**src/rtl/ihds_pkg.sv**
```systemverilog
// shared types and constants for the image header dimension sniffer
// no dependencies

package ihds_pkg;

   typedef enum logic [1:0] {
      FMT_UNKNOWN = 2'd0,
      FMT_PNG     = 2'd1,
      FMT_JPEG    = 2'd2,
      FMT_GIF     = 2'd3
   } image_format_type;

   // signature bytes
   localparam logic [7:0] PNG_SIG0 = 8'h89;
   localparam logic [7:0] PNG_SIG1 = 8'h50;
   localparam logic [7:0] PNG_SIG2 = 8'h4E;
   localparam logic [7:0] PNG_SIG3 = 8'h47;
   localparam logic [7:0] JPEG_SIG0 = 8'hFF;
   localparam logic [7:0] JPEG_SIG1 = 8'hD8;
   localparam logic [7:0] GIF_SIG0 = 8'h47;
   localparam logic [7:0] GIF_SIG1 = 8'h49;
   localparam logic [7:0] GIF_SIG2 = 8'h46;

   // jpeg markers
   localparam logic [7:0] JPEG_LEAD = 8'hFF;
   localparam logic [7:0] SOF_FIRST = 8'hC0;
   localparam logic [7:0] SOF_LAST  = 8'hC3;

   // bit positions in the signature flags
   localparam int SIG_PNG  = 0;
   localparam int SIG_JPEG = 1;
   localparam int SIG_GIF  = 2;

   // bit positions in the decision flags
   localparam int DEC_FOUND  = 0;
   localparam int DEC_FAILED = 1;

   // byte counts
   localparam logic [4:0] POS_MAX         = 5'd31;
   localparam logic [4:0] MIN_KNOWN_BYTES = 5'd8;
   localparam logic [4:0] MIN_PNG_BYTES   = 5'd24;
   localparam logic [4:0] MIN_GIF_BYTES   = 5'd10;

endpackage

```
**src/rtl/image_header_dimension_sniffer.sv**
```systemverilog
// image header dimension sniffer: finds format, width and height of png, jpeg, gif
// depends on ihds_pkg
//
// usage
//    req channel carries one file word per handshake: req_data_byte and
//    req_end_of_file, which marks the last word of the file
//    rsp channel carries one result per file: format, dims_valid, width, height
//    the parse state updates once per accepted word, so a word can be taken
//    every cycle while req_ready is high; sustained rate is one word per cycle
//    while results are taken; the result is registered from the last word and
//    sits in an output register until taken; a spare register behind it holds
//    one more result, so a stalled result does not hold up the next file
//    req_ready drops only while both registers hold results; it comes straight
//    from a register, with no path from rsp_ready
//    after the last word the parse state returns to its reset values, so the
//    next word starts a new file
//    reset clears the parse state and drops rsp_valid; it needs no clearing pass

module image_header_dimension_sniffer
   import ihds_pkg::*;
(
   input  logic        clock,
   input  logic        reset,
   input  logic        req_valid,
   output logic        req_ready,
   input  logic [7:0]  req_data_byte,
   input  logic        req_end_of_file,
   output logic        rsp_valid,
   input  logic        rsp_ready,
   output logic [1:0]  rsp_image_format,
   output logic        rsp_dims_valid,
   output logic [31:0] rsp_image_width,
   output logic [31:0] rsp_image_height
);

   logic             accept;
   logic             rsp_take;
   logic             new_rsp;

   logic [4:0]       pos_ff, pos_in;
   image_format_type fmt_ff, fmt_in;
   logic [2:0]       sig_ff, sig_in;
   logic [3:0]       seg_idx_ff, seg_idx_in;
   logic [15:0]      skip_ff, skip_in;
   logic [15:0]      seg_len_ff, seg_len_in;
   logic             seg_sof_ff, seg_sof_in;
   logic [31:0]      width_ff, width_in;
   logic [31:0]      height_ff, height_in;
   logic [1:0]       decided_ff, decided_in;

   logic             rsp_valid_ff, rsp_valid_in;
   image_format_type rsp_fmt_ff, rsp_fmt_in;
   logic             rsp_dims_ff, rsp_dims_in;
   logic [31:0]      rsp_width_ff, rsp_width_in;
   logic [31:0]      rsp_height_ff, rsp_height_in;

   logic             spare_valid_ff, spare_valid_in;
   image_format_type spare_fmt_ff;
   logic             spare_dims_ff;
   logic [31:0]      spare_width_ff;
   logic [31:0]      spare_height_ff;

   assign req_ready = !spare_valid_ff;
   assign accept    = req_valid && req_ready;
   assign rsp_take  = rsp_valid_ff && rsp_ready;
   assign new_rsp   = accept && req_end_of_file;

   always_comb begin
      logic [7:0]       b;
      logic [15:0]      len;
      image_format_type fmt_out;
      logic             dims;
      b          = req_data_byte;
      len        = {seg_len_ff[15:8], req_data_byte};
      fmt_out    = FMT_UNKNOWN;
      dims       = 1'b0;
      pos_in     = pos_ff;
      fmt_in     = fmt_ff;
      sig_in     = sig_ff;
      seg_idx_in = seg_idx_ff;
      skip_in    = skip_ff;
      seg_len_in = seg_len_ff;
      seg_sof_in = seg_sof_ff;
      width_in   = width_ff;
      height_in  = height_ff;
      decided_in = decided_ff;

      if (accept) begin
         // jpeg segment walk
         if (fmt_ff == FMT_JPEG && pos_ff >= 5'd2 && decided_ff == 2'b00) begin
            if (skip_ff != 16'd0) begin
               skip_in = skip_ff - 16'd1;
            end else begin
               unique case (seg_idx_ff)
                  4'd0: begin
                     if (b != JPEG_LEAD) decided_in[DEC_FAILED] = 1'b1;
                     else seg_idx_in = 4'd1;
                  end
                  4'd1: begin
                     seg_sof_in = (b >= SOF_FIRST) && (b <= SOF_LAST);
                     seg_idx_in = 4'd2;
                  end
                  4'd2: begin
                     seg_len_in = {b, 8'd0};
                     seg_idx_in = 4'd3;
                  end
                  4'd3: begin
                     seg_len_in = len;
                     if (seg_sof_ff) begin
                        seg_idx_in = 4'd4;
                     end else if (len < 16'd2) begin
                        decided_in[DEC_FAILED] = 1'b1;
                     end else begin
                        skip_in    = len - 16'd2;
                        seg_idx_in = 4'd0;
                     end
                  end
                  4'd4: seg_idx_in = 4'd5;
                  4'd5: begin
                     height_in  = {16'd0, b, 8'd0};
                     seg_idx_in = 4'd6;
                  end
                  4'd6: begin
                     height_in  = height_ff | {24'd0, b};
                     seg_idx_in = 4'd7;
                  end
                  4'd7: begin
                     width_in   = {16'd0, b, 8'd0};
                     seg_idx_in = 4'd8;
                  end
                  default: begin
                     width_in              = width_ff | {24'd0, b};
                     decided_in[DEC_FOUND] = 1'b1;
                  end
               endcase
            end
         end

         // fixed-offset fields
         if (fmt_ff == FMT_PNG) begin
            if (pos_ff >= 5'd16 && pos_ff <= 5'd19) width_in = {width_ff[23:0], b};
            else if (pos_ff >= 5'd20 && pos_ff <= 5'd23) height_in = {height_ff[23:0], b};
         end else if (fmt_ff == FMT_GIF) begin
            if (pos_ff == 5'd6) width_in = {24'd0, b};
            else if (pos_ff == 5'd7) width_in = width_ff | {16'd0, b, 8'd0};
            else if (pos_ff == 5'd8) height_in = {24'd0, b};
            else if (pos_ff == 5'd9) height_in = height_ff | {16'd0, b, 8'd0};
         end

         // signature match
         if (pos_ff == 5'd0) begin
            if (b != PNG_SIG0) sig_in[SIG_PNG] = 1'b0;
            if (b != JPEG_SIG0) sig_in[SIG_JPEG] = 1'b0;
            if (b != GIF_SIG0) sig_in[SIG_GIF] = 1'b0;
         end else if (pos_ff == 5'd1) begin
            if (b != PNG_SIG1) sig_in[SIG_PNG] = 1'b0;
            if (b != JPEG_SIG1) sig_in[SIG_JPEG] = 1'b0;
            if (b != GIF_SIG1) sig_in[SIG_GIF] = 1'b0;
         end else if (pos_ff == 5'd2) begin
            if (b != PNG_SIG2) sig_in[SIG_PNG] = 1'b0;
            if (b != GIF_SIG2) sig_in[SIG_GIF] = 1'b0;
         end else if (pos_ff == 5'd3) begin
            if (b != PNG_SIG3) sig_in[SIG_PNG] = 1'b0;
         end

         pos_in = (pos_ff == POS_MAX) ? POS_MAX : pos_ff + 5'd1;

         priority if (sig_in[SIG_PNG] && pos_in >= 5'd4) fmt_in = FMT_PNG;
         else if (sig_in[SIG_JPEG] && pos_in >= 5'd2) fmt_in = FMT_JPEG;
         else if (sig_in[SIG_GIF] && pos_in >= 5'd3) fmt_in = FMT_GIF;
         else fmt_in = FMT_UNKNOWN;

         if (req_end_of_file) begin
            fmt_out = (pos_in >= MIN_KNOWN_BYTES) ? fmt_in : FMT_UNKNOWN;
            unique case (fmt_out)
               FMT_PNG:     dims = pos_in >= MIN_PNG_BYTES;
               FMT_GIF:     dims = pos_in >= MIN_GIF_BYTES;
               FMT_JPEG:    dims = decided_in[DEC_FOUND];
               FMT_UNKNOWN: dims = 1'b0;
            endcase
         end
      end

      rsp_fmt_in    = fmt_out;
      rsp_dims_in   = dims;
      rsp_width_in  = dims ? width_in : 32'd0;
      rsp_height_in = dims ? height_in : 32'd0;

      // start over after the last word
      if (accept && req_end_of_file) begin
         pos_in     = 5'd0;
         fmt_in     = FMT_UNKNOWN;
         sig_in     = 3'b111;
         seg_idx_in = 4'd0;
         skip_in    = 16'd0;
         seg_len_in = 16'd0;
         seg_sof_in = 1'b0;
         width_in   = 32'd0;
         height_in  = 32'd0;
         decided_in = 2'b00;
      end

      if (!rsp_valid_ff || rsp_ready) rsp_valid_in = spare_valid_ff || new_rsp;
      else rsp_valid_in = 1'b1;

      if (spare_valid_ff) spare_valid_in = !rsp_take;
      else spare_valid_in = new_rsp && rsp_valid_ff && !rsp_ready;
   end

   always_ff @(posedge clock) begin
      if (reset) begin
         pos_ff         <= 5'd0;
         fmt_ff         <= FMT_UNKNOWN;
         sig_ff         <= 3'b111;
         seg_idx_ff     <= 4'd0;
         skip_ff        <= 16'd0;
         seg_len_ff     <= 16'd0;
         seg_sof_ff     <= 1'b0;
         width_ff       <= 32'd0;
         height_ff      <= 32'd0;
         decided_ff     <= 2'b00;
         rsp_valid_ff   <= 1'b0;
         spare_valid_ff <= 1'b0;
      end else begin
         pos_ff         <= pos_in;
         fmt_ff         <= fmt_in;
         sig_ff         <= sig_in;
         seg_idx_ff     <= seg_idx_in;
         skip_ff        <= skip_in;
         seg_len_ff     <= seg_len_in;
         seg_sof_ff     <= seg_sof_in;
         width_ff       <= width_in;
         height_ff      <= height_in;
         decided_ff     <= decided_in;
         rsp_valid_ff   <= rsp_valid_in;
         spare_valid_ff <= spare_valid_in;
      end
   end

   // output register takes the spare first, else the new result
   always_ff @(posedge clock) begin
      if (!rsp_valid_ff || rsp_ready) begin
         if (spare_valid_ff) begin
            rsp_fmt_ff    <= spare_fmt_ff;
            rsp_dims_ff   <= spare_dims_ff;
            rsp_width_ff  <= spare_width_ff;
            rsp_height_ff <= spare_height_ff;
         end else if (new_rsp) begin
            rsp_fmt_ff    <= rsp_fmt_in;
            rsp_dims_ff   <= rsp_dims_in;
            rsp_width_ff  <= rsp_width_in;
            rsp_height_ff <= rsp_height_in;
         end
      end
      if (new_rsp && rsp_valid_ff && !rsp_ready) begin
         spare_fmt_ff    <= rsp_fmt_in;
         spare_dims_ff   <= rsp_dims_in;
         spare_width_ff  <= rsp_width_in;
         spare_height_ff <= rsp_height_in;
      end
   end

   assign rsp_valid        = rsp_valid_ff;
   assign rsp_image_format = rsp_fmt_ff;
   assign rsp_dims_valid   = rsp_dims_ff;
   assign rsp_image_width  = rsp_width_ff;
   assign rsp_image_height = rsp_height_ff;

   a_eof_gives_rsp: assert property (@(posedge clock) disable iff (reset)
      accept && req_end_of_file |=> rsp_valid_ff && pos_ff == 5'd0 && sig_ff == 3'b111)
      else $error("last word did not produce a result or restart the parser");

   a_decided_exclusive: assert property (@(posedge clock) disable iff (reset)
      decided_ff != 2'b11)
      else $error("jpeg walk both found and failed");

   a_invalid_zero: assert property (@(posedge clock) disable iff (reset)
      rsp_valid_ff && !rsp_dims_ff |-> rsp_width_ff == 32'd0 && rsp_height_ff == 32'd0)
      else $error("dimensions not zero on an invalid result");

   a_unknown_invalid: assert property (@(posedge clock) disable iff (reset)
      rsp_valid_ff && rsp_fmt_ff == FMT_UNKNOWN |-> !rsp_dims_ff)
      else $error("unknown format reported valid dimensions");

endmodule

```
**config.mk**
```make
export PLATFORM = sky130hd
export DESIGN_NAME = image_header_dimension_sniffer
export DESIGN_NICKNAME = d
export VERILOG_FILES = /design/src/rtl/ihds_pkg.sv /design/src/rtl/image_header_dimension_sniffer.sv
export SDC_FILE = /design/constraint.sdc
export NUM_CORES = 1
export LEC_CHECK = 0
export BUFFER_PORTS_ARGS = -buffer_cell sky130_fd_sc_hd__buf_2
export CAP_MARGIN = 20
export CORE_ASPECT_RATIO = 1.5
export CORE_MARGIN = 2
export CORE_UTILIZATION = 61
export DETAILED_ROUTE_END_ITERATION = 10
export GPL_ROUTABILITY_DRIVEN = 0
export HOLD_SLACK_MARGIN = 0.15
export PLACE_DENSITY = 0.77
export REMOVE_ABC_BUFFERS = 1
export SKIP_LAST_GASP = 1
export SYNTH_ARGS = -nofsm -noshare
export SYNTH_HDL_FRONTEND = slang
export SYNTH_SLANG_ARGS = --single-unit
```
**constraint.sdc**
```tcl
create_clock -name clock -period 11.1 [get_ports clock]
set_clock_uncertainty 0.2 [all_clocks]
set_input_delay 2.775 -clock clock [delete_from_list [all_inputs] [get_ports clock]]
set_output_delay 2.775 -clock clock [all_outputs]
set_load 0.01 [all_outputs]
```
==> results of run 1 <==
routing by layer:
| metal | up-vias | wire (µm) | share of wire [%] |
|---|---|---|---|
| li1 | 4406 | - | - |
| met1 | 4418 | 11200 | 40 |
| met2 | 365 | 13700 | 50 |
| met3 | 89 | 1550 | 5.6 |
| met4 | 0 | 1230 | 4.4 |
| met5 | - | 0 | 0 |
cell usage after synthesis (12+ instances only):
library cell	n
edfxtp_1	134
nor2_1	115
nand2_1	111
dfxtp_1	107
nor3_1	79
o31ai_1	64
o21ai_0	60
a21oi_1	55
clkbuf_1	51
buf_2	36
a22oi_1	35
inv_1	19
nand3_1	19
nor4_1	15
or2_2	15
a221oi_1	13
nand2b_1	12
critical path, stage by stage:
cell and delay [ps]:
buf_2 330, nor4bb_1 410, nand4_1 140, o211a_1 180, or3_1 450, nor2_4 490
buf_4 550, buf_4 620, o31ai_1 160
sequential cells by signal, summed over array words and instances (netlist names), 8 cells and up:
name and cells:
height_ff 32, rsp_image_height 32, rsp_image_width 32, seg_len_ff 8
skip_ff 16, spare_height_ff 32, spare_width_ff 32, width_ff 32
report_power, final:
| part | total (µW) | switching, µW | internal [µW] | leakage [µW] |
|---|---|---|---|---|
| Clock | 753 | 317 | 436 | 0.000354 |
| Combinational | 116 | 82.7 | 33.5 | 0.00168 |
| Sequential | 965 | 9.65 | 956 | 0.00225 |
layout make-up:
cell class / count / area, µm²
clock buffer: 33 / 663
clock inverter: 7 / 60.1
fill: 1490 / 5900
inverter: 19 / 71.3
multi-input combinational: 798 / 4850
sequential: 241 / 6170
tap: 252 / 315
timing repair buffer: 96 / 518
stage by stage:
stage	hold slack [ps]	worst slack (ps)	instance area [µm²]
floorplan	216	2040	11000
global placement	230	4570	11900
detailed placement	231	4500	11900
CTS	241	5010	12600
global route	273	4790	12600
finish	239	4960	12600
kinds of logic (layout without fill, tap and decap cells):
group,Yosys count,after routing,synth area share (%)
flip-flops,241,241,53.5
buffers and inverters,121,155,4.72
multiplexers,5,5,0.434
AO/OA/AOI/OAI,330,330,20.5
XOR/XNOR,8,8,0.608
adder cells (fa/ha/maj),6,6,0.652
AND/OR/NAND/NOR,449,449,19.6
final timing paths:
path	to	slack, ps	cells after the start
setup / recovery	rsp_image_width[15]$_DFFE_PP_	4960	9
hold / removal	sig_ff[2]$_SDFFE_PP1P_	240	2
setup reg to reg	rsp_image_width[15]$_DFFE_PP_	6720	10
hold reg to reg	sig_ff[2]$_SDFFE_PP1P_	240	2
==> metrics.md, run 1 <==
| Metric | Value |
|---|---|
| CTS HTree Levels | 1 |
| Synth async-reset ratio | 0% |
| Largest net degree at the start of global routing | 90 |
| Shortest period the worst path allows | ~6100 ps |
| Reg clk slew, reported paths | 60 ps |
| Clk buf depth | 3 |
| Clk Latency, worst-skew pair | roughly 500 ps |
| Drt drc | 0 |
| Initial antenna violation count | 0 |
| Antenna diode count | 0 |
| Total track usage | ~28% |
| Via count | roughly 9k |
| Worst-Margin Slew | about 1000 ps |
| Buffers added on ports | between 80 and 90 |
| ANT nets after route | 0 |
| Commonest non-fill, non-tap cells in the layout | edfxtp_1 (134), nor2_1 (114), nand2_1 (111) |
| Via/cell ratio | ~6.4 |
| Pwr dens | between 100 and 150 nW/µm² |
| Area growth, synth to finish | 9.76% |
| Total core area | around 19000 µm² |
| RSZ-0062 raised after global routing | false |
| Setup TNS | 0 ps |
| Post-Route WL | between 20 and 30 mm |
| CTS root buffer | clkbuf_16 |
| DPL Wire Length | between 15 and 20 mm |
| FF+latch count, synth | ~240 |
| Count of cell types in the netlist | roughly 80 |
| Ys flop type | edfxtp_1 |
| Placed Instances | 1406 |
| Leak | between 0.004 and 0.005 µW |
| Crit path DAT | 6160 ps |
| Die width | between 100 and 150 µm |
| Largest fanout on the critical path | between 50 and 60 |
| Met2 Track Usage GR | approximately 47% |
| Final Cycle Share | a little under three fifths |
| Nets@finish | approximately 1.2k |
| CTS Sinks | around 240 |
| Max-slew violations | 0 |
| Initial DRC count | approximately 740 |
| Kind of launch point of the worst setup path | primary input |
| VDD IR max | 0.111 mV |
| Grt met1 use | between 30% and 40% |
| Final setup viols | 0 |
| Global-route wire length before repair | around 44 mm |
| Worst Hold Class | flop to flop |
| Maxcap violations | 0 |
| Post-Syn Instances | 1160 |
| CP required | between 10000 and 15000 ps |
| Die boundary height | around 170 µm |
| # hold bufs at CTS | 0 |
| Grt ovf | 0 |
| Ys Warns | 0 |
| Die ar. | 20000 µm² |
| Slew HR | approximately a third |
| Core Util, Final | roughly two thirds |
| Yosys top cell by area | edfxtp_1 |
| DRT Pass-1 Iters | 7 |
| Worst Setup End Kind | flop |
| Post-Syn Area per Cell | 9.93 µm² |
| Vias in the first global route | 8737 |
| Fin. Hold Viols | 0 |
| Area fraction of the dominant cell type after synthesis | a little over a third |
| Share of cells above drive strength 1 | between 10 and 15% |
| Fmax | between 150 and 200 MHz |
| Hold Crit Start | sig_ff[2]$_SDFFE_PP1P_ |
| Most common cell after layout, fill and taps aside | edfxtp_1 |
| Post-cts resize count | 0 |
| Post-synth EDFFs | 134 |
| WS Path Type | primary input to flop |
| R2R Path Start | pos_ff[1]$_SDFFE_PP0P_ |
| Starting Density | 62.1% |
| Sequential-to-total area share from yosys stat | between 50% and 60% |
| CTS tree | done |
| Synth Cell Area | roughly 12000 µm² |
| Post-CTS Setup Inserts | 0 |
| Crit path from | req_data_byte[2] |
| Status | finished clean |
| Number of buffers created by CTS | 22 |
| WL/cell | ~19 µm |
| Rows | slightly above 60 |
| I/O Pins | 82 |
| Area contributors post-synth | edfxtp_1 (35%), dfxtp_1 (19%), o31ai_1 (4.2%), nor2_1 (3.7%), nand2_1 (3.6%) |
| Met3 usage | under 10% |
| GR peak layer | met2 |
| Total power | 1830 µW |
| Final Non-Filler Cells | roughly 1.4k |
No activity file was read; power rests on OpenSTA's default activity.
==> run 2, diff against run 1 <==
--- a/config.mk
+++ b/config.mk
@@ -5,15 +5,16 @@
 export SDC_FILE = /design/constraint.sdc
 export NUM_CORES = 1
 export LEC_CHECK = 0
+export ABC_AREA = 1
 export BUFFER_PORTS_ARGS = -buffer_cell sky130_fd_sc_hd__buf_2
 export CAP_MARGIN = 20
 export CORE_ASPECT_RATIO = 1.5
 export CORE_MARGIN = 2
-export CORE_UTILIZATION = 61
+export CORE_UTILIZATION = 62
 export DETAILED_ROUTE_END_ITERATION = 10
 export GPL_ROUTABILITY_DRIVEN = 0
 export HOLD_SLACK_MARGIN = 0.15
-export PLACE_DENSITY = 0.77
+export PLACE_DENSITY = 0.78
 export REMOVE_ABC_BUFFERS = 1
 export SKIP_LAST_GASP = 1
 export SYNTH_ARGS = -nofsm -noshare
==> constraint.sdc (replaced) <==
create_clock -name clock -period 6.4 [get_ports clock]
set_clock_uncertainty 0.2 [all_clocks]
set_input_delay 1.6 -clock clock [delete_from_list [all_inputs] [get_ports clock]]
set_output_delay 1.6 -clock clock [all_outputs]
set_load 0.01 [all_outputs]
==> metrics.md, run 2 <==
| Metric | Value |
|---|---|
| CP dominant cell by count | nand2_1 |
| Worst Setup End Kind | flop |
| Commonest non-fill, non-tap cells in the layout | nand2_1 (560), inv_1 (246), nor2_1 (191) |
| Synth top cells by count | nand2_1 (563), inv_1 (246), nor2_1 (192), edfxtp_1 (134), a21oi_1 (127) |
| Starting Density | 62.9% (+0.79 points) |
| Post-Syn Instances | 1833 (+58%) |
| Worst Hold Class | flop to flop |
| Global-route wire length before repair | 55.7 mm (+26%) |
| VDD IR max | 0.194 mV (+75%) |
| CTS root buffer | clkbuf_16 |
| Grt ovf | 0 (unchanged) |
| CTS tree | done |
| Clock share of power | 40.2% (-0.8 points) |
| Area contributors post-synth | edfxtp_1 (31%), dfxtp_1 (16%), nand2_1 (16%), inv_1 (7.0%), nor2_1 (5.5%) |
| Buffers added on ports | 81 (unchanged) |
| Nets@finish | 1889 (+58%) |
| # hold bufs at CTS | 0 (unchanged) |
| FF+latch count, synth | 241 (unchanged) |
| Vias in the first global route | 11.4k (+31%) |
| Crit path buf inv count | 3 (unchanged) |
| Reg2Reg Setup Slack | 2100 ps (-4620 ps) |
| Pwr dens | 235 nW/µm² (+62%) |
| Ys Warns | 0 (unchanged) |
| Clk buf depth | 3 (unchanged) |
| Status | finished clean |
| Count of cell types in the netlist | 41 (-48%) |
| Placed Instances | 2113 (+50%) |
| Gate power share | 9.8% (+3.5 points) |
| Number of buffers created by CTS | 22 (unchanged) |
| WL/cell | 16.1 µm (-16%) |
| Slowest cell on the critical path | buf_4 |
| Final setup viols | 0 (unchanged) |
| Worst-Margin Slew | 1040 ps (+31.0 ps) |
| Max incr delay on CP | 470 ps (-150 ps) |
| Crit path DAT | 4540 ps (-1620 ps) |
| Reg clk slew, reported paths | 70 ps (about the same) |
| Sequential-to-total area share from yosys stat | 46.9% (-6.6 points) |
| Antenna diode count | 0 (unchanged) |
| CP required | 6560 ps (-4560 ps) |
| Largest net degree at the start of global routing | 71 (-21%) |
| Most common cell after layout, fill and taps aside | nand2_1 |
| Setup TNS | 0 ps (unchanged) |
| Drt drc | 0 (unchanged) |
| Sw frac | 25.1% (+2.8 points) |
| CTS Sinks | 241 (unchanged) |
| Clk Latency, worst-skew pair | 520 ps (+20 ps) |
| Fin. Hold Viols | 0 (unchanged) |
| Area fraction of the dominant cell type after synthesis | 30.6% (-4.3 points) |
| Synth Cell Area | 13200 µm² (+14%) |
| Largest fanout on the critical path | 37 (-36%) |
| Initial antenna violation count | 0 (unchanged) |
| Kind of launch point of the worst setup path | primary input |
| Die width | 123 µm (+5.8%) |
| Crit-path cells | buf_2 > inv_1 > nor2_1 > nand4_1 > a21boi_1 > nand3_1 > o21ai_1 > nand2_1 > nor2_2 > nand2_1 > nand2_2 > buf_4 > nand2_1 > nand2_1 |
| Ys flop type | edfxtp_1 |
| Via count | 12.3k (+32%) |
| Post-Syn Area per Cell | 7.17 µm² (-28%) |
| Final Non-Filler Cells | 2154 (+49%) |
| I/O Pins | 82 (unchanged) |
| Total track usage | 30.8% (+3.2 points) |
| WS Path Type | primary input to flop |
| Switching power | 851 µW (+110%) |
| Synth async-reset ratio | 0% (unchanged) |
| Post-Route WL | 34.6 mm (+25%) |
| Leak | 0.00726 µW (+70%) |
| Die boundary height | 182 µm (+5.8%) |
| Sequential share of power | 50.0% (-2.6 points) |
| RSZ-0062 raised after global routing | false |
| Share of cells above drive strength 1 | 9.65% (-4.8 points) |
| Maxcap violations | 0 (unchanged) |
| Fmax | 229 MHz |
| Total core area | 20900 µm² (+13%) |
| CTS HTree Levels | 1 (unchanged) |
| Initial DRC count | 1287 (+74%) |
| DPL Wire Length | 22.7 mm (+31%) |
| Via/cell ratio | 5.69 (-11%) |
| Worst path top cell family by delay | simple AND/OR/NAND/NOR gates |
| DRT Pass-1 Iters | 6 (-1) |
| Post-cts resize count | 0 (unchanged) |
| ANT nets after route | 0 (unchanged) |
| Multi-input logic area | 5580 µm² (+15%) |
| Final Cycle Share | about 68% |
| Area growth, synth to finish | 9.56% |
| Reg area | 6170 µm² (unchanged) |
| Post-synth EDFFs | 134 (unchanged) |
| Shortest period the worst path allows | between 4000 and 5000 ps |
| Post-CTS Setup Inserts | 0 (unchanged) |
| Yosys top cell by area | edfxtp_1 |
| Die ar. | 22400 µm² (+12%) |
| Fillers | 1756 (+18%) |
| Slew HR | 30.6% (-2.4 points) |
| Top-count cell post-synth | nand2_1 |
| Rows | 65 (+6.6%) |
| Max-slew violations | 0 (unchanged) |
| Power Internal | 2540 µW (+78%) |
-- run 2: worst register-to-register path: stages (launching register included) --
cell and delay (ps):
dfxtp_1 480, ha_1 230, nand2_1 100, inv_1 100, nand3_1 350, nand2_1 870, inv_1 520, nand2_1 150
nand2_1 250, a31oi_1 380, nand2_1 90, nand2_1 70, nand2_1 60, nand2_1 130, nand2_1 80, nand2_1 80
-- run 2: metal layers --
layer  vias to the layer above  wire (µm)  track usage, %
li1                       5969          -               -
met1                      5621      13200            38.6
met2                       553      17300            52.4
met3                       115       2540            3.41
met4                         0       1560            14.6
met5                         -          0               0
-- run 2: area by class of cell --
cell class                 instances  area share, %
multi-input combinational       1225           38.7
inverter                         283           7.37
clock buffer                      28           4.13
timing repair buffer              97           3.73
clock inverter                    12          0.938
tap                              268           2.33
sequential                       241           42.8
-- run 2: cells by family after synthesis --
kind of cell	synth area share, %
AOI/OAI and AO/OA	12.2
adders and majority gates	0.571
buffers and inverters	10.9
DFF	46.9
and+or+nand+nor	28.2
xor gates and xnor gates	1.20
-- run 2: worst paths after layout --
path | startpoint | to | cells past startpoint
hold / removal | decided_ff[1]$_SDFFE_PP0P_ | decided_ff[1]$_SDFFE_PP0P_ | 2
setup reg to reg | pos_ff[0]$_SDFFE_PP0P_ | rsp_image_height[8]$_DFFE_PP_ | 15
hold reg to reg | decided_ff[1]$_SDFFE_PP0P_ | decided_ff[1]$_SDFFE_PP0P_ | 2
setup / recovery | req_data_byte[3] | rsp_image_height[18]$_DFFE_PP_ | 14
-- run 2: stage by stage --
step / power, µW / hold WS (ps) / util (%) / setup WS, ps / cell area (µm²)
6_report: 3390 / 271 / 68.9 / 2030 / 14400
5_1_grt: 3500 / 292 / 68.9 / 1780 / 14400
4_1_cts: 3390 / 271 / 68.9 / 2070 / 14400
3_5_place_dp: 2050 / 255 / 65.4 / 1610 / 13700
3_3_place_gp: 2050 / 245 / 65.3 / 1780 / 13700
2_1_floorplan: 1940 / 230 / - / -1170 / 12800
-- run 2: power by group through the flow --
stage | combinational, µW | clock, µW | sequential, µW
after floorplan | 206 | 0 | 1740
after global placement | 320 | 0 | 1730
after detailed placement | 324 | 0 | 1730
after CTS | 326 | 1370 | 1690
after global routing | 370 | 1420 | 1700
final | 332 | 1370 | 1700
==> run 3, diff against run 2 <==
--- a/config.mk
+++ b/config.mk
@@ -5,16 +5,16 @@
 export SDC_FILE = /design/constraint.sdc
 export NUM_CORES = 1
 export LEC_CHECK = 0
-export ABC_AREA = 1
+export ABC_AREA = 0
 export BUFFER_PORTS_ARGS = -buffer_cell sky130_fd_sc_hd__buf_2
 export CAP_MARGIN = 20
 export CORE_ASPECT_RATIO = 1.5
 export CORE_MARGIN = 2
-export CORE_UTILIZATION = 62
+export CORE_UTILIZATION = 55
 export DETAILED_ROUTE_END_ITERATION = 10
 export GPL_ROUTABILITY_DRIVEN = 0
 export HOLD_SLACK_MARGIN = 0.15
-export PLACE_DENSITY = 0.78
+export PLACE_DENSITY = 0.74
 export REMOVE_ABC_BUFFERS = 1
 export SKIP_LAST_GASP = 1
 export SYNTH_ARGS = -nofsm -noshare
==> constraint.sdc (replaced) <==
create_clock -name clock -period 3.7 [get_ports clock]
set_clock_uncertainty 0.2 [all_clocks]
set_input_delay 0.925 -clock clock [delete_from_list [all_inputs] [get_ports clock]]
set_output_delay 0.925 -clock clock [all_outputs]
set_load 0.01 [all_outputs]
==> metrics.md, run 3 (synthesis results as in run 1) <==
| Metric | Value |
|---|---|
| I/O Pins | 82 (unchanged) |
| Largest fanout on the critical path | 9 (-76%) |
| Vias in the first global route | 9098 (-20%) |
| Nets@finish | 1262 (-33%) |
| CTS tree | done |
| Power Internal | 4440 µW (+75%) |
| Grt ovf | 0 (unchanged) |
| CTS root buffer | clkbuf_16 |
| Shortest period the worst path allows | roughly 3300 ps |
| Clk buf depth | 3 (unchanged) |
| Total power | 5730 µW (+69%) |
| Most common cell after layout, fill and taps aside | edfxtp_1 |
| Clk Latency, worst-skew pair | 530 ps (about the same) |
| Critical Path End | rsp_image_width[1]$_DFFE_PP_ |
| Pwr dens | 429 nW/µm² (+82%) |
| Number of buffers created by CTS | 23 (+4.5%) |
| Kind of launch point of the worst setup path | flop |
| WL/cell | 18.9 µm (+17%) |
| Initial DRC count | 804 (-38%) |
| Final instance area | 13400 µm² (-7.3%) |
| # hold bufs at CTS | 0 (unchanged) |
| Met3 usage | 2.90% (-0.50 points) |
| Crit-path cells | ha_1 > and3b_1 > buf_4 > nor3_1 > o21ai_1 > a21oi_1 > a22oi_1 > o31ai_1 |
| CP required | 3850 ps (-2710 ps) |
| Post-Place Setup Slack | 141 ps (-1470 ps) |
| Final setup viols | 0 (unchanged) |
| Total track usage | 25.5% (-5.3 points) |
| Final Cycle Share | between 80% and 90% |
| ANT nets after route | 0 (unchanged) |
| Reg area | 6170 µm² (unchanged) |
| DPL Wire Length | 20.2 mm (-11%) |
| Worst path top cell family by delay | compound AO/OA/AOI/OAI gates |
| Worst Hold Class | flop to flop |
| WS Path Type | flop to flop |
| R2R Path Start | pos_ff[1]$_SDFFE_PP0P_ |
| Multi-input logic area | 4850 µm² (-13%) |
| Die boundary height | 181 µm (-0.60%) |
| Initial antenna violation count | 0 (unchanged) |
| Status | finished clean |
| Max-slew violations | 0 (unchanged) |
| Grt met1 use | 30.4% (-8.2 points) |
| Placed Instances | 1482 (-30%) |
| Slew HR | 25.8% (-4.8 points) |
| DRT Pass-1 Iters | 8 (+2) |
| Reg clk slew, reported paths | 60 ps (about the same) |
| Sequential share of power | 50.4% (+0.4 points) |
| Crit path from | pos_ff[1]$_SDFFE_PP0P_ |
| CTS Sinks | 241 (unchanged) |
| Reg2Reg Setup Slack | 370 ps (-1730 ps) |
| Final Non-Filler Cells | 1524 (-29%) |
| Post-cts resize count | 0 (unchanged) |
| Reg2Reg Depth | 8 (-7) |
| Clock share of power | 42.9% (+2.7 points) |
| Worst Setup End Kind | flop |
| Dpl cell area | 12600 µm² (-8.1%) |
| GR peak layer | met2 |
| Share of cells above drive strength 1 | 19.1% (+9.5 points) |
| VDD IR max | 0.377 mV (+95%) |
| Sw frac | 22.6% (-2.5 points) |
| Max incr delay on CP | 670 ps (+200 ps) |
| Crit path buf inv count | 1 (-2) |
| Die ar. | 22100 µm² (-1.2%) |
| Area growth, synth to finish | 15.9% |
| Met2 Track Usage GR | 45.0% (-7.5 points) |
| Crit path DAT | 3470 ps (-1070 ps) |
| Via/cell ratio | 6.24 (+9.7%) |
| Setup ws final | 374 ps (-1650 ps) |
| Via count | 9515 (-22%) |
| Drt drc | 0 (unchanged) |
| Die width | 122 µm (-0.59%) |
| Leak | 0.00468 µW (-36%) |
| Crit path depth | 8 (-6) |
| Commonest non-fill, non-tap cells in the layout | edfxtp_1 (134), nor2_1 (114), nand2_1 (111) |
| CTS HTree Levels | 1 (unchanged) |
| Slowest cell on the critical path | a21oi_1 |
| Fmax | around 300 MHz |
| Buffers added on ports | 81 (unchanged) |
| Worst-Margin Slew | 1110 ps (+69.9 ps) |
| Fin. Hold Viols | 0 (unchanged) |
| Largest net degree at the start of global routing | 70 (-1.4%) |
| Fillers | 1679 (-4.4%) |
| Gate power share | 6.7% (-3.1 points) |
| Antenna diode count | 0 (unchanged) |
| Maxcap violations | 0 (unchanged) |
| Post-CTS Setup Inserts | 0 (unchanged) |
| Global-route wire length before repair | 45.8 mm (-18%) |
| RSZ-0062 raised after global routing | false |
| Post-Route WL | 28.8 mm (-17%) |
| Starting Density | 56.2% (-6.7 points) |
| Reg2reg end | rsp_image_width[1]$_DFFE_PP_ |
| Total core area | 20500 µm² (-1.9%) |
| Switching power | 1290 µW (+52%) |
| Rows | 64 (-1.5%) |
==> run 3: worst min path at each step <==
stage	slack, ps	cells after the start	from	end
2_1_floorplan	220	2	sig_ff[2]$_SDFFE_PP1P_	sig_ff[2]$_SDFFE_PP1P_
3_3_place_gp	230	2	sig_ff[0]$_SDFFE_PP1P_	sig_ff[0]$_SDFFE_PP1P_
3_5_place_dp	230	2	sig_ff[2]$_SDFFE_PP1P_	sig_ff[2]$_SDFFE_PP1P_
4_1_cts	240	2	sig_ff[2]$_SDFFE_PP1P_	sig_ff[2]$_SDFFE_PP1P_
5_1_grt	260	2	sig_ff[0]$_SDFFE_PP1P_	sig_ff[0]$_SDFFE_PP1P_
6_report	240	2	sig_ff[2]$_SDFFE_PP1P_	sig_ff[2]$_SDFFE_PP1P_
==> run 3: metal layers <==
metal | wire [µm] | vias to the layer above | part of all wire, %
li1 | - | 4544 | -
met1 | 11100 | 4538 | 38
met2 | 14900 | 344 | 52
met3 | 1470 | 89 | 5.1
met4 | 1300 | 0 | 4.5
met5 | 0 | - | 0
==> run 3: worst min-delay path, delay by kind of cell, from the launching register on <==
kind / cells / cell delay [ps]
simple gates: 2 / 90
flops: 1 / 300
==> run 3: final cells by class <==
class	instances	share of cell area, %
clock buffers	31	5.09
multi-input cells	798	36.3
flip-flops and latches	241	46.2
repair buffers	160	8.51
clock inverters	11	0.909
inverters	19	0.534
well taps	264	2.47
==> run 3: power by group through the flow <==
stage | registers (µW) | logic [µW] | clock network (µW)
2_1_floorplan | 2980 | 178 | 0
3_3_place_gp | 2950 | 376 | 0
3_5_place_dp | 2950 | 383 | 0
4_1_cts | 2890 | 384 | 2500
5_1_grt | 2890 | 417 | 2600
6_report | 2890 | 386 | 2460
==> run 3: metrics by stage <==
| step | hold slack, ps | setup TNS, ps | util, % |
|---|---|---|---|
| floorplan | 216 | -902440 | - |
| global placement | 232 | 0 | 61.3 |
| detailed placement | 232 | 0 | 61.3 |
| CTS | 243 | 0 | 65.2 |
| global route | 260 | 0 | 65.2 |
| finish | 239 | 0 | 65.2 |
